### config.mk
export PLATFORM = sky130hd
export DESIGN_NAME = pmhb_ctrl
export DESIGN_NICKNAME = d
export VERILOG_FILES = /design/src/pmhb_pkg.sv /design/src/pmhb_ctrl.sv
export SDC_FILE = /design/constraint.sdc
export NUM_CORES = 1
export LEC_CHECK = 0
export CORE_ASPECT_RATIO = 0.7
export CORE_UTILIZATION = 50
export DETAILED_ROUTE_END_ITERATION = 8
export DONT_BUFFER_PORTS = 1
export GPL_TIMING_DRIVEN = 0
export MAX_ROUTING_LAYER = met4
export PLACE_DENSITY = 0.62
export RECOVER_POWER = 25
export SYNTH_ARGS = -nofsm -noshare
export SYNTH_HDL_FRONTEND = slang
export SYNTH_SLANG_ARGS = --single-unit
### constraint.sdc
create_clock -name aclk -period 2.1 [get_ports aclk]
set_input_delay 0.42 -clock aclk [delete_from_list [all_inputs] [get_ports aclk]]
set_output_delay 0.42 -clock aclk [all_outputs]
set_load 0.02 [all_outputs]
### src/pmhb_pkg.sv
// Shared constants, command codes, control structs and boundary direction math.
package pmhb_pkg;

    // Grid size defaults.
    localparam int RINGS_DEF   = 20;
    localparam int SECTORS_DEF = 60;

    // Register reset values.
    localparam logic        [14:0] MAX_RADIUS_RST    = 15'd8000;
    localparam logic signed [15:0] HEIGHT_OFFSET_RST = 16'sd200;

    // Configuration register indexes.
    localparam logic [0:0] REG_MAX_RADIUS    = 1'd0;
    localparam logic [0:0] REG_HEIGHT_OFFSET = 1'd1;

    // Input command codes.
    localparam logic [1:0] CMD_CLEAR = 2'd0;
    localparam logic [1:0] CMD_ADD   = 2'd1;
    localparam logic [1:0] CMD_READ  = 2'd2;

    // Port widths.
    localparam int S_DATA_W = 64;
    localparam int M_DATA_W = 24;
    localparam int CFG_W    = 16;
    localparam int ENTRY_W  = 18;

    // Boundary direction vectors carry 45 fraction bits plus sign headroom.
    localparam int  DIR_W     = 47;
    localparam int  DIR_FRAC  = 45;
    localparam real DEG2RAD   = 0.017453292519943295;

    // Commands from the controller to the datapath.
    typedef struct packed {
        logic load_in;
        logic prep;
        logic range;
        logic limit;
        logic step_mul;
        logic step_cross;
        logic step_decide;
        logic cell_addr;
        logic read_addr;
        logic ram_rd;
        logic update;
        logic clr_start;
        logic clr_wr;
        logic out_load;
    } ctrl_cmd_t;

    // Status from the datapath to the controller.
    typedef struct packed {
        logic drop;
        logic last_step;
        logic clr_done;
        logic out_free;
    } dp_status_t;

    // Direction of boundary k of a grid with the given sector count. Multiples of
    // 45 degrees are exact; other directions are rounded to 45 fraction bits.
    function automatic logic signed [DIR_W-1:0] dir_comp(input int k, input int sectors,
                                                         input logic want_y);
        int     a;
        int     den;
        int     oct;
        int     rem;
        real    th;
        longint cu;
        longint su;
        longint vx;
        longint vy;
        longint tx;
        a   = 360 * k;
        den = 45 * sectors;
        oct = 0;
        rem = a;
        while (rem >= den) begin
            rem = rem - den;
            oct = oct + 1;
        end
        th = real'(rem) * DEG2RAD * (real'(sectors) ** (-1.0));
        if (rem == 0) begin
            cu = 64'sd1 <<< DIR_FRAC;
            su = 64'sd0;
        end else begin
            cu = longint'($cos(th) * (2.0 ** DIR_FRAC));
            su = longint'($sin(th) * (2.0 ** DIR_FRAC));
        end
        if (oct % 2 == 1) begin
            vx = cu - su;
            vy = cu + su;
        end else begin
            vx = cu;
            vy = su;
        end
        case ((oct >> 1) & 3)
            1: begin
                tx = vx;
                vx = -vy;
                vy = tx;
            end
            2: begin
                vx = -vx;
                vy = -vy;
            end
            3: begin
                tx = vx;
                vx = vy;
                vy = -tx;
            end
            default: begin
                tx = vx;
            end
        endcase
        return want_y ? DIR_W'(vy) : DIR_W'(vx);
    endfunction

endpackage

### src/pmhb_ctrl.sv
// Controller state machine that sequences clear sweeps, point binning and cell reads.
module pmhb_ctrl (
    input  logic                   aclk,
    input  logic                   aresetn,
    input  logic                   s_tvalid,
    output logic                   s_tready,
    input  logic [1:0]             in_cmd,
    input  pmhb_pkg::dp_status_t   status,
    output pmhb_pkg::ctrl_cmd_t    cmd
);

    typedef enum logic [13:0] {
        ST_CLEAR   = 14'b00000000000001,
        ST_IDLE    = 14'b00000000000010,
        ST_PREP    = 14'b00000000000100,
        ST_RANGE   = 14'b00000000001000,
        ST_LIMIT   = 14'b00000000010000,
        ST_MUL     = 14'b00000000100000,
        ST_CROSS   = 14'b00000001000000,
        ST_DECIDE  = 14'b00000010000000,
        ST_ADDR    = 14'b00000100000000,
        ST_FETCH   = 14'b00001000000000,
        ST_UPDATE  = 14'b00010000000000,
        ST_RADDR   = 14'b00100000000000,
        ST_RFETCH  = 14'b01000000000000,
        ST_RESULT  = 14'b10000000000000
    } state_t;

    state_t state_reg;
    state_t state_next;

    // State register; reset starts with a sweep that empties the grid.
    always_ff @(posedge aclk) begin
        if (!aresetn) begin
            state_reg <= ST_CLEAR;
        end else begin
            state_reg <= state_next;
        end
    end

    // Next state and datapath commands.
    always_comb begin
        state_next = state_reg;
        cmd        = '0;
        s_tready   = 1'b0;
        case (state_reg)
            ST_CLEAR: begin
                cmd.clr_wr = 1'b1;
                if (status.clr_done) begin
                    state_next = ST_IDLE;
                end
            end
            ST_IDLE: begin
                s_tready    = 1'b1;
                cmd.load_in = s_tvalid;
                if (s_tvalid) begin
                    case (in_cmd)
                        pmhb_pkg::CMD_CLEAR: begin
                            cmd.clr_start = 1'b1;
                            state_next    = ST_CLEAR;
                        end
                        pmhb_pkg::CMD_ADD: begin
                            state_next = ST_PREP;
                        end
                        pmhb_pkg::CMD_READ: begin
                            state_next = ST_RADDR;
                        end
                        default: begin
                            state_next = ST_IDLE;
                        end
                    endcase
                end
            end
            ST_PREP: begin
                cmd.prep   = 1'b1;
                state_next = ST_RANGE;
            end
            ST_RANGE: begin
                cmd.range  = 1'b1;
                state_next = ST_LIMIT;
            end
            ST_LIMIT: begin
                cmd.limit  = 1'b1;
                state_next = status.drop ? ST_IDLE : ST_MUL;
            end
            ST_MUL: begin
                cmd.step_mul = 1'b1;
                state_next   = ST_CROSS;
            end
            ST_CROSS: begin
                cmd.step_cross = 1'b1;
                state_next     = ST_DECIDE;
            end
            ST_DECIDE: begin
                cmd.step_decide = 1'b1;
                state_next      = status.last_step ? ST_ADDR : ST_MUL;
            end
            ST_ADDR: begin
                cmd.cell_addr = 1'b1;
                state_next    = ST_FETCH;
            end
            ST_FETCH: begin
                cmd.ram_rd = 1'b1;
                state_next = ST_UPDATE;
            end
            ST_UPDATE: begin
                cmd.update = 1'b1;
                state_next = ST_IDLE;
            end
            ST_RADDR: begin
                cmd.read_addr = 1'b1;
                state_next    = ST_RFETCH;
            end
            ST_RFETCH: begin
                cmd.ram_rd = 1'b1;
                state_next = ST_RESULT;
            end
            ST_RESULT: begin
                if (status.out_free) begin
                    cmd.out_load = 1'b1;
                    state_next   = ST_IDLE;
                end
            end
            default: begin
                state_next = ST_IDLE;
            end
        endcase
    end

endmodule

==> flow_summary_export.csv, run 1 <==
group,metric,value,unit
status,status,"complete, but fails checks",
status,violations,"setup timing",
timing,fin_crit_sh,1.10,
clocking,h-tree-depth,1,
layout,largest_reg_flops,14,
timing,hold_viol,0,
placement,portBuffers,0,
synthesis,synthAdderAreaFrac,0,
layout,finalNetCount,120,
synthesis,yosysTopAreaCell,"dfxtp_1",
drt,wl_per_cell,17.6,um
layout,instances_no_fill,131,
synthesis,synth_area_leaders,"dfxtp_1 30%, nor4b_1 5.6%, nor4_4 4.6%, nor2_1 4.4%, or4b_2 4.3%",
clocking,cts_inserted_buffers,3,
synthesis,synth_compound_area_frac,0.0910,
synthesis,synth.area.mux_share,0,
layout,final_cell_mix,"8 x nor2_1, 8 x buf_4, 6 x nor4b_1, 6 x dfxtp_2, 5 x dfxtp_1",
worst_setup_path,startpoint_type,"register",
layout,syn2layout_area_growth,24.4,%
drt,drc_errors,0,
pwr,vdd_drop_max,0.347,mV
timing,rsz0062_at_grt,"yes",
clocking,cts_tree,"done",
timing,tightestPinTransition,406,ps
grt,grt_max_degree,11,
clocking,cts.hold.buffers_added,0,
die,fp.dieW,53.7,um
die,core.rowCount,12,
layout,final_layout_size_suffix_gt1_frac,0.491,
worst_setup_path,slowest_delay,380,ps
timing,min_period,2310,ps
drt,first_iter_violations,22,
placement,place_ws,-151,ps
worst_setup_path,worstSetupPathType,"reg2out",
placement,dp_hpwl,1680,um
clocking,clock_latency,290,ps
die,die_y,38.2,um
drt,via_count,867,
synthesis,ys_ff_latch,14,
pwr,pwr_density_cell,496,nW/um^2
synthesis,syn_area,935,um^2
die,die-area,2050,um^2
grt,grt_pass1_wl,3630,um
worst_setup_path,end_kind,"output port",
timing,slew_headroom,0.728,
worst_setup_path,path_cells,"nor4_4 -> nand3_2 -> or3_4 -> nor3b_4",
die,pin_count,24,
drt,via_per_inst,6.62,
synthesis,syn_avg_cell_area,9.25,um^2
die,start_util,0.561,
pwr,p_leak,0.434,nW
worst_setup_path,crit_family,"simple AND/OR/NAND/NOR gates",
worst_setup_path,cp.arrival,1890,ps
timing,max_freq,434,MHz
synthesis,synth_simple_gate_area_frac,0.544,
synthesis,synthXorXnorAreaFrac,0.0281,
synthesis,synthCells,101,
grt,grt_usage,0.269,
timing,fin_skew,5.04,ps
job,maxCapViolations,0,
clocking,cts_sinks,14,
die,core_area,1670,um^2
synthesis,synth.distinct_cells,42,
worst_setup_path,critical-path-slowest-cell,"or3_4",
synthesis,synth_fp_nets,110,
clocking,cts_root_buffer,"clkbuf_4",
worst_setup_path,cp_max_fo,3,
worst_setup_path,crit_buf_inv,0,
timing,setup_viol,9,
layout,design_area,1160,um^2
layout,finish.utilization,0.697,
placement,gp_congestion,0.861,
drt,ant_nets,0,
layout,diodes,0,
drt,dr.pass1.iters,4,
grt,grt_overflow,0,
timing,maxSlewViolCount,0,
pwr,finalPower,0.577,mW
timing,layout_setup_ws,-206,ps
worst_setup_path,critPathRequiredTime,1680,ps
drt,routed_wl,2310,um
placement,place_area,971,um^2
hold_path,min_path_type,"in2reg",
layout,n_fill_cell,136,
clocking,cts_buffer_depth,2,
synthesis,yosysTopAreaCellShare,0.300,
grt,antenna_found_initial,0,
synthesis,yosysWarnings,0,
grt,grt_pass1_vias,749,
placement,place_inst,122,
synthesis,synth-seq-area-share,0.300,
synthesis,synth_top_family_by_area,"simple AND/OR/NAND/NOR gates",
clocking,path_clk_slew,100,ps
## power breakdown
part,internal [mW],switching [mW],leakage (nW)
Clock,0.106,0.101,0.0210
Sequential,0.266,0.00806,0.119
Combinational,0.0426,0.0533,0.294
Total,0.415,0.162,0.434
## worst paths after layout
kind	from	end	slack [ps]	cells after the start
setup reg to reg	state_reg[0]	state_reg[7]	180	5
setup / recovery	state_reg[12]	cmd[11]	-210	4
hold reg to reg	state_reg[7]	state_reg[7]	490	1
hold / removal	in_cmd[0]	state_reg[11]	200	1
## timing repair
item                       CTS  global route
gates resized for setup     31             7
cloned                       0             0
setup endpoints to repair   16            15
setup buffers                7             3
pin swaps                    8            10
## synth_stat cells
master,number
a21boi_0,1
nor4_4,2
nor3b_2,1
nor3_1,3
o31ai_1,1
a211oi_2,1
buf_2,3
xnor2_1,1
nor4b_1,6
nand2b_4,1
o21a_1,1
a22oi_1,1
or2_2,1
o21ai_0,3
clkbuf_2,1
and4b_2,2
and3_1,3
or4b_1,1
and4_1,4
or4_4,2
o311a_1,1
nand2b_1,2
dfxtp_1,14
and2_1,1
nor4b_4,1
inv_1,4
nand2_2,1
nand3_1,1
or4b_2,4
and4b_1,1
nor4_1,1
nand3_2,1
nor3b_1,5
nand2_1,5
nor2_1,11
or3_1,1
xor2_1,2
nor4_2,1
a21oi_1,1
and4b_4,1
nand4_1,1
o22ai_1,2
## through the flow
stage          hold WS (ps)  TNS, ps
6_report                197    -1210
3_3_place_gp            503     -485
5_1_grt                 188    -1930
2_1_floorplan           498        0
4_1_cts                 195    -1320
3_5_place_dp            504     -561
## cell families after synthesis
| family | count (synthesis) |
|---|---|
| and+or+nand+nor | 64 |
| DFF | 14 |
| xor gates and xnor gates | 3 |
| AOI/OAI and AO/OA | 12 |
| buffers and inverters | 8 |
## area by class of cell
type,count,area (um^2),area share
Sequential cell,14,299,0.257
Tap cell,21,26.3,0.0226
Timing Repair Buffer,9,71.3,0.0614
Inverter,4,17.5,0.0151
Multi-Input combinational cell,79,712,0.612
Clock buffer,4,36.3,0.0312
## worst register-to-register path, delay by kind of cell, from the launching register on
kind / cells / cell delay [ps]
AOI/OAI and AO/OA: 1 / 160
DFF: 1 / 440
and+or+nand+nor: 4 / 1210
## routing by layer
| metal | global-route usage | vias up | part of all wire |
|---|---|---|---|
| li1 | - | 411 | - |
| met1 | 0.348 | 401 | 0.45 |
| met3 | 0.103 | 6 | 0.11 |
| met5 | - | - | 0 |
| met2 | 0.398 | 49 | 0.42 |
| met4 | 0.0526 | 0 | 0.0099 |
Note: power is estimated with default switching activity, not from simulation.
==> inputs of run 2 (changes only) <==
CORE_UTILIZATION = 37   (was 50)
PLACE_DENSITY = 0.48   (was 0.62)
==> run 2 against run 1 <==
Against the previous run: the flow still finishes with violations (setup timing); routed wire length up 6.7%; core utilization shrank 17 points; non-clock buffer count grew 1; clock-buffer cell count is 1 lower; register-to-register slack lost 140 ps; sequential cell count stayed put; die area is 33% higher; critical path depth fell by 1; global-route usage shrank 5.9 points; first-iteration DRC count grew 100%; critical path type unchanged; largest power group unchanged; highest routed layer unchanged.
==> flow_summary_export.csv, run 2 (synthesis results as in run 1) <==
group,metric,value,unit
timing,setup_viol,11,
drt,via_per_inst,6.05,
layout,final_layout_size_suffix_gt1_frac,0.500,
timing,fin_crit_sh,1.10,
layout,finalNetCount,121,
worst_setup_path,r2r-end,"state_reg[7]",
drt,via_count,859,
worst_setup_path,r2r_start,"state_reg[2]",
worst_setup_path,crit_end,"cmd[5]",
pwr,p_leak,0.433,nW
grt,grt_usage,0.210,
timing,hold_viol,0,
layout,diodes,0,
timing,fin_skew,4.48,ps
clocking,cts_root_buffer,"clkbuf_4",
worst_setup_path,r2r_cells,5,
die,core.rowCount,14,
clocking,cts_inserted_buffers,3,
pwr,vdd_drop_max,0.287,mV
status,violations,"setup timing",
drt,ant_nets,0,
worst_setup_path,startpoint_type,"register",
die,core_area,2260,um^2
grt,grt_max_degree,11,
timing,maxSlewViolCount,0,
worst_setup_path,crit_buf_inv,0,
clocking,clock_latency,280,ps
drt,dr.pass1.iters,4,
timing,slew_headroom,0.728,
worst_setup_path,r2r_slack,40,ps
hold_path,min_path_type,"in2reg",
worst_setup_path,cp.depth,3,
drt,first_iter_violations,45,
die,pin_count,24,
clocking,cts_buffer_depth,2,
grt,grt_pass1_vias,791,
die,fp.dieW,62.1,um
worst_setup_path,path_cells,"or4_4 -> nor4b_4 -> and4b_4",
timing,rsz0062_at_grt,"yes",
pwr,finalPower,0.534,mW
timing,layout_setup_ws,-214,ps
pwr,p_int,0.376,mW
worst_setup_path,end_kind,"output port",
clocking,path_clk_slew,90,ps
worst_setup_path,crit_family,"simple AND/OR/NAND/NOR gates",
clocking,cts_sinks,14,
die,die-area,2730,um^2
worst_setup_path,cp_max_fo,3,
timing,min_period,2310,ps
die,die_y,44.1,um
clocking,cts.hold.buffers_added,0,
pwr,p_comb_frac,0.191,
grt,grt_overflow,0,
placement,dp_hpwl,1760,um
timing,tightestPinTransition,407,ps
drt,routed_wl,2470,um
layout,layout_commonest_cell,"buf_4",
drt,drc_errors,0,
worst_setup_path,crit_start,"state_reg[4]",
worst_setup_path,critical-path-slowest-cell,"or4_4",
worst_setup_path,cp.arrival,1890,ps
layout,syn2layout_area_growth,26.8,%
die,start_util,0.414,
clocking,h-tree-depth,1,
layout,largest_reg_flops,14,
pwr,netSwitchingPower,0.158,mW
placement,gp_congestion,0.798,
pwr,sequentialPowerShare,0.511,
grt,antenna_found_initial,0,
pwr,sw_frac_of_total,0.296,
clocking,cts_tree,"done",
timing,max_freq,432,MHz
job,maxCapViolations,0,
worst_setup_path,slowest_delay,530,ps
layout,final_cell_mix,"9 x buf_4, 8 x nor2_1, 6 x nor4b_1",
status,status,"complete, but fails checks",
pwr,pwr_density_cell,450,nW/um^2
placement,portBuffers,0,
pwr,clkPwrFrac,0.299,
worst_setup_path,worstSetupPathType,"reg2out",
grt,grt_pass1_wl,3850,um
drt,wl_per_cell,17.4,um
worst_setup_path,critPathRequiredTime,1680,ps
timing,finalSetupTns,-1350,ps
-- run 2: through the flow --
step / cells / area [um^2] / util / setup WS [ps] / hold WS, ps
floorplan: 101 / 945 / - / 57.8 / 498
global placement: 133 / 985 / 0.436 / -171 / 507
detailed placement: 133 / 985 / 0.436 / -168 / 504
CTS: 140 / 1120 / 0.497 / -232 / 197
global route: 142 / 1180 / 0.524 / -285 / 176
finish: 142 / 1180 / 0.524 / -214 / 201
-- run 2: repair_timing --
item	CTS	global route
setup buffers	6	3
pin swaps	9	10
setup endpoints to repair	16	13
hold endpoints to repair	0	0
resized for setup	27	17
-- run 2: area by class of cell --
| class | instances | area, um^2 |
|---|---|---|
| Tap cell | 32 | 40.0 |
| Fill cell | 221 | 1070 |
| Multi-Input combinational cell | 79 | 719 |
| Clock buffer | 3 | 22.5 |
| Buffer | 1 | 15.0 |
| Timing Repair Buffer | 9 | 67.6 |
| Inverter | 4 | 15.0 |
| Sequential cell | 14 | 305 |
-- run 2: worst reg2reg max path, delay by kind of cell, from the launching register on --
kind / cells / cell delay (ps)
simple gates: 4 / 1330
flops: 1 / 430
compound gates: 1 / 180
-- run 2: routing by layer --
layer / part of all wire / up-vias / track usage / wire [um]
met2: 0.41 / 39 / 0.277 / 1020
met3: 0.11 / 2 / 0.0731 / 265
met4: 0.0041 / 0 / 0.0400 / 10
met1: 0.48 / 410 / 0.307 / 1170
li1: - / 408 / - / -
met5: 0 / - / - / 0
-- run 2: how the worst min path moves through the flow --
stage / from / to / slack, ps / cells after the start
detailed placement: in_cmd[0] / state_reg[11] / 500 / 1
finish: in_cmd[0] / state_reg[11] / 200 / 1
floorplan: in_cmd[0] / state_reg[11] / 500 / 1
global placement: in_cmd[0] / state_reg[11] / 510 / 1
CTS: in_cmd[0] / state_reg[11] / 200 / 1
global route: in_cmd[0] / state_reg[11] / 180 / 1
-- run 2: power groups by stage --
stage                     combinational, mW  clock (mW)  sequential [mW]
after global placement               0.0752           0            0.281
after CTS                            0.0930       0.164            0.275
after detailed placement             0.0758           0            0.282
after floorplan                      0.0619           0            0.281
final                                 0.102       0.159            0.273
after global routing                  0.109       0.181            0.273
==> inputs of run 3 (changes only) <==
clock period = 2.8 ns   (was 2.1 ns; I/O delays follow)
==> run 3 against run 2 <==
Against the previous run: the run now ends clean; clock power down 24%; critical path type unchanged; largest power group unchanged; clock skew hardly changed; critical path depth up 1; design area fell by 14%; critical endpoint is now cmd[13]; setup slack improved by 330 ps; final cell count decreased by 4.2%.
==> flow_summary_export.csv, run 3 (synthesis results as in run 1) <==
group,metric,value,unit
worst_setup_path,r2r_slack,710,ps
placement,dp_hpwl,1720,um
pwr,vdd_drop_max,0.218,mV
timing,maxSlewViolCount,0,
drt,drc_errors,0,
clocking,cts.hold.buffers_added,0,
grt,antenna_found_initial,0,
hold_path,min_path_cells,1,
timing,setup_viol,0,
drt,ant_nets,0,
layout,syn2layout_area_growth,8.43,%
worst_setup_path,cp.arrival,2120,ps
clocking,cts_root_buffer,"clkbuf_4",
worst_setup_path,r2r_start,"state_reg[9]",
drt,wl_per_cell,16.5,um
clocking,path_clk_slew,90,ps
grt,grt_usage,0.194,
worst_setup_path,cp_max_fo,8,
timing,fin_skew,4.54,ps
timing,finalSetupTns,0,ps
timing,tightestPinTransition,475,ps
clocking,h-tree-depth,1,
timing,fin_crit_sh,0.957,
die,die-area,2730,um^2
drt,via_per_inst,5.91,
pwr,pwr_density_cell,380,nW/um^2
worst_setup_path,worstSetupPathType,"reg2out",
worst_setup_path,r2r_cells,6,
drt,routed_wl,2240,um
hold_path,hold_end,"state_reg[11]",
layout,largest_reg_flops,14,
worst_setup_path,end_kind,"output port",
pwr,finalPower,0.385,mW
clocking,post_cts_buffers,0,
pwr,p_leak,0.379,nW
layout,finish.utilization,0.449,
layout,instances_no_fill,136,
clocking,cts_buffer_depth,2,
layout,final_layout_size_suffix_gt1_frac,0.260,
status,status,"finished clean",
die,core.rowCount,14,
grt,grt_max_degree,11,
timing,max_freq,373,MHz
worst_setup_path,startpoint_type,"register",
layout,layout_commonest_cell,"dfxtp_1",
clocking,cts_sinks,14,
layout,finalNetCount,115,
timing,slew_headroom,0.681,
grt,grt_overflow,0,
placement,place_inst,133,
hold_path,min_path_type,"in2reg",
timing,hold_viol,0,
job,maxCapViolations,0,
hold_path,hold_start,"in_cmd[0]",
die,core_area,2260,um^2
drt,via_count,804,
die,pin_count,24,
placement,portBuffers,0,
clocking,cts_tree,"done",
layout,final_cell_mix,"14 x dfxtp_1, 11 x nor2_1, 6 x nor4b_1",
worst_setup_path,r2r-end,"state_reg[4]",
drt,first_iter_violations,18,
grt,grt_pass1_wl,3570,um
timing,rsz0062_at_grt,"no",
die,start_util,0.414,
die,die_y,44.1,um
placement,gp_congestion,0.761,
clocking,clock_latency,290,ps
clocking,cts_inserted_buffers,3,
drt,dr.pass1.iters,4,
worst_setup_path,critPathRequiredTime,2240,ps
layout,diodes,0,
grt,grt_pass1_vias,738,
die,fp.dieW,62.1,um
timing,min_period,2680,ps
## run 3: area by class of cell
type                    instances  area, um^2
plain buffers                   4        20.0
clock buffers                   3        22.5
fillers                       216        1250
inverters                       4        15.0
multi-input cells              79         636
flip-flops and latches         14         280
well taps                      32        40.0
## run 3: timing repair
action,in CTS,in global routing
endpoints found under the setup margin,1,4
gates resized for setup,1,4
pin swaps,0,0
## run 3: worst max-delay path, cell delays in order, from the launching register on
cell      delay [ps]
dfxtp_1          410
or4b_2           720
nand2b_1         240
inv_1            190
and2_1           270
## run 3: worst max path at each step
stage,start,to,cells past startpoint
finish,state_reg[2],cmd[13],4
detailed placement,state_reg[9],cmd[12],5
global placement,state_reg[9],cmd[12],5
floorplan,state_reg[9],cmd[12],5
CTS,state_reg[2],cmd[2],3
global route,state_reg[2],cmd[13],4
## run 3: report_power, final
group / internal, mW / switching [mW] / leakage (nW) / total (mW)
clock network: 0.0500 / 0.0712 / 0.0138 / 0.121
registers: 0.202 / 0.00461 / 0.113 / 0.207
logic: 0.0216 / 0.0352 / 0.252 / 0.0567
total: 0.274 / 0.111 / 0.379 / 0.385
## run 3: metrics by stage
| step | cell area [um^2] | hold WS (ps) | setup WS, ps |
|---|---|---|---|
| floorplan | 935 | 517 | 483 |
| global placement | 975 | 551 | 293 |
| detailed placement | 975 | 562 | 307 |
| CTS | 1000 | 340 | 62.3 |
| global route | 1010 | 333 | 47.3 |
| finish | 1010 | 347 | 119 |
## run 3: routing by layer
metal / global-route usage / up-vias / wire, um
met5: - / - / 0
met4: 0.0400 / 0 / 8
met3: 0.0848 / 2 / 210
met2: 0.236 / 22 / 803
met1: 0.290 / 378 / 1220
li1: - / 402 / -
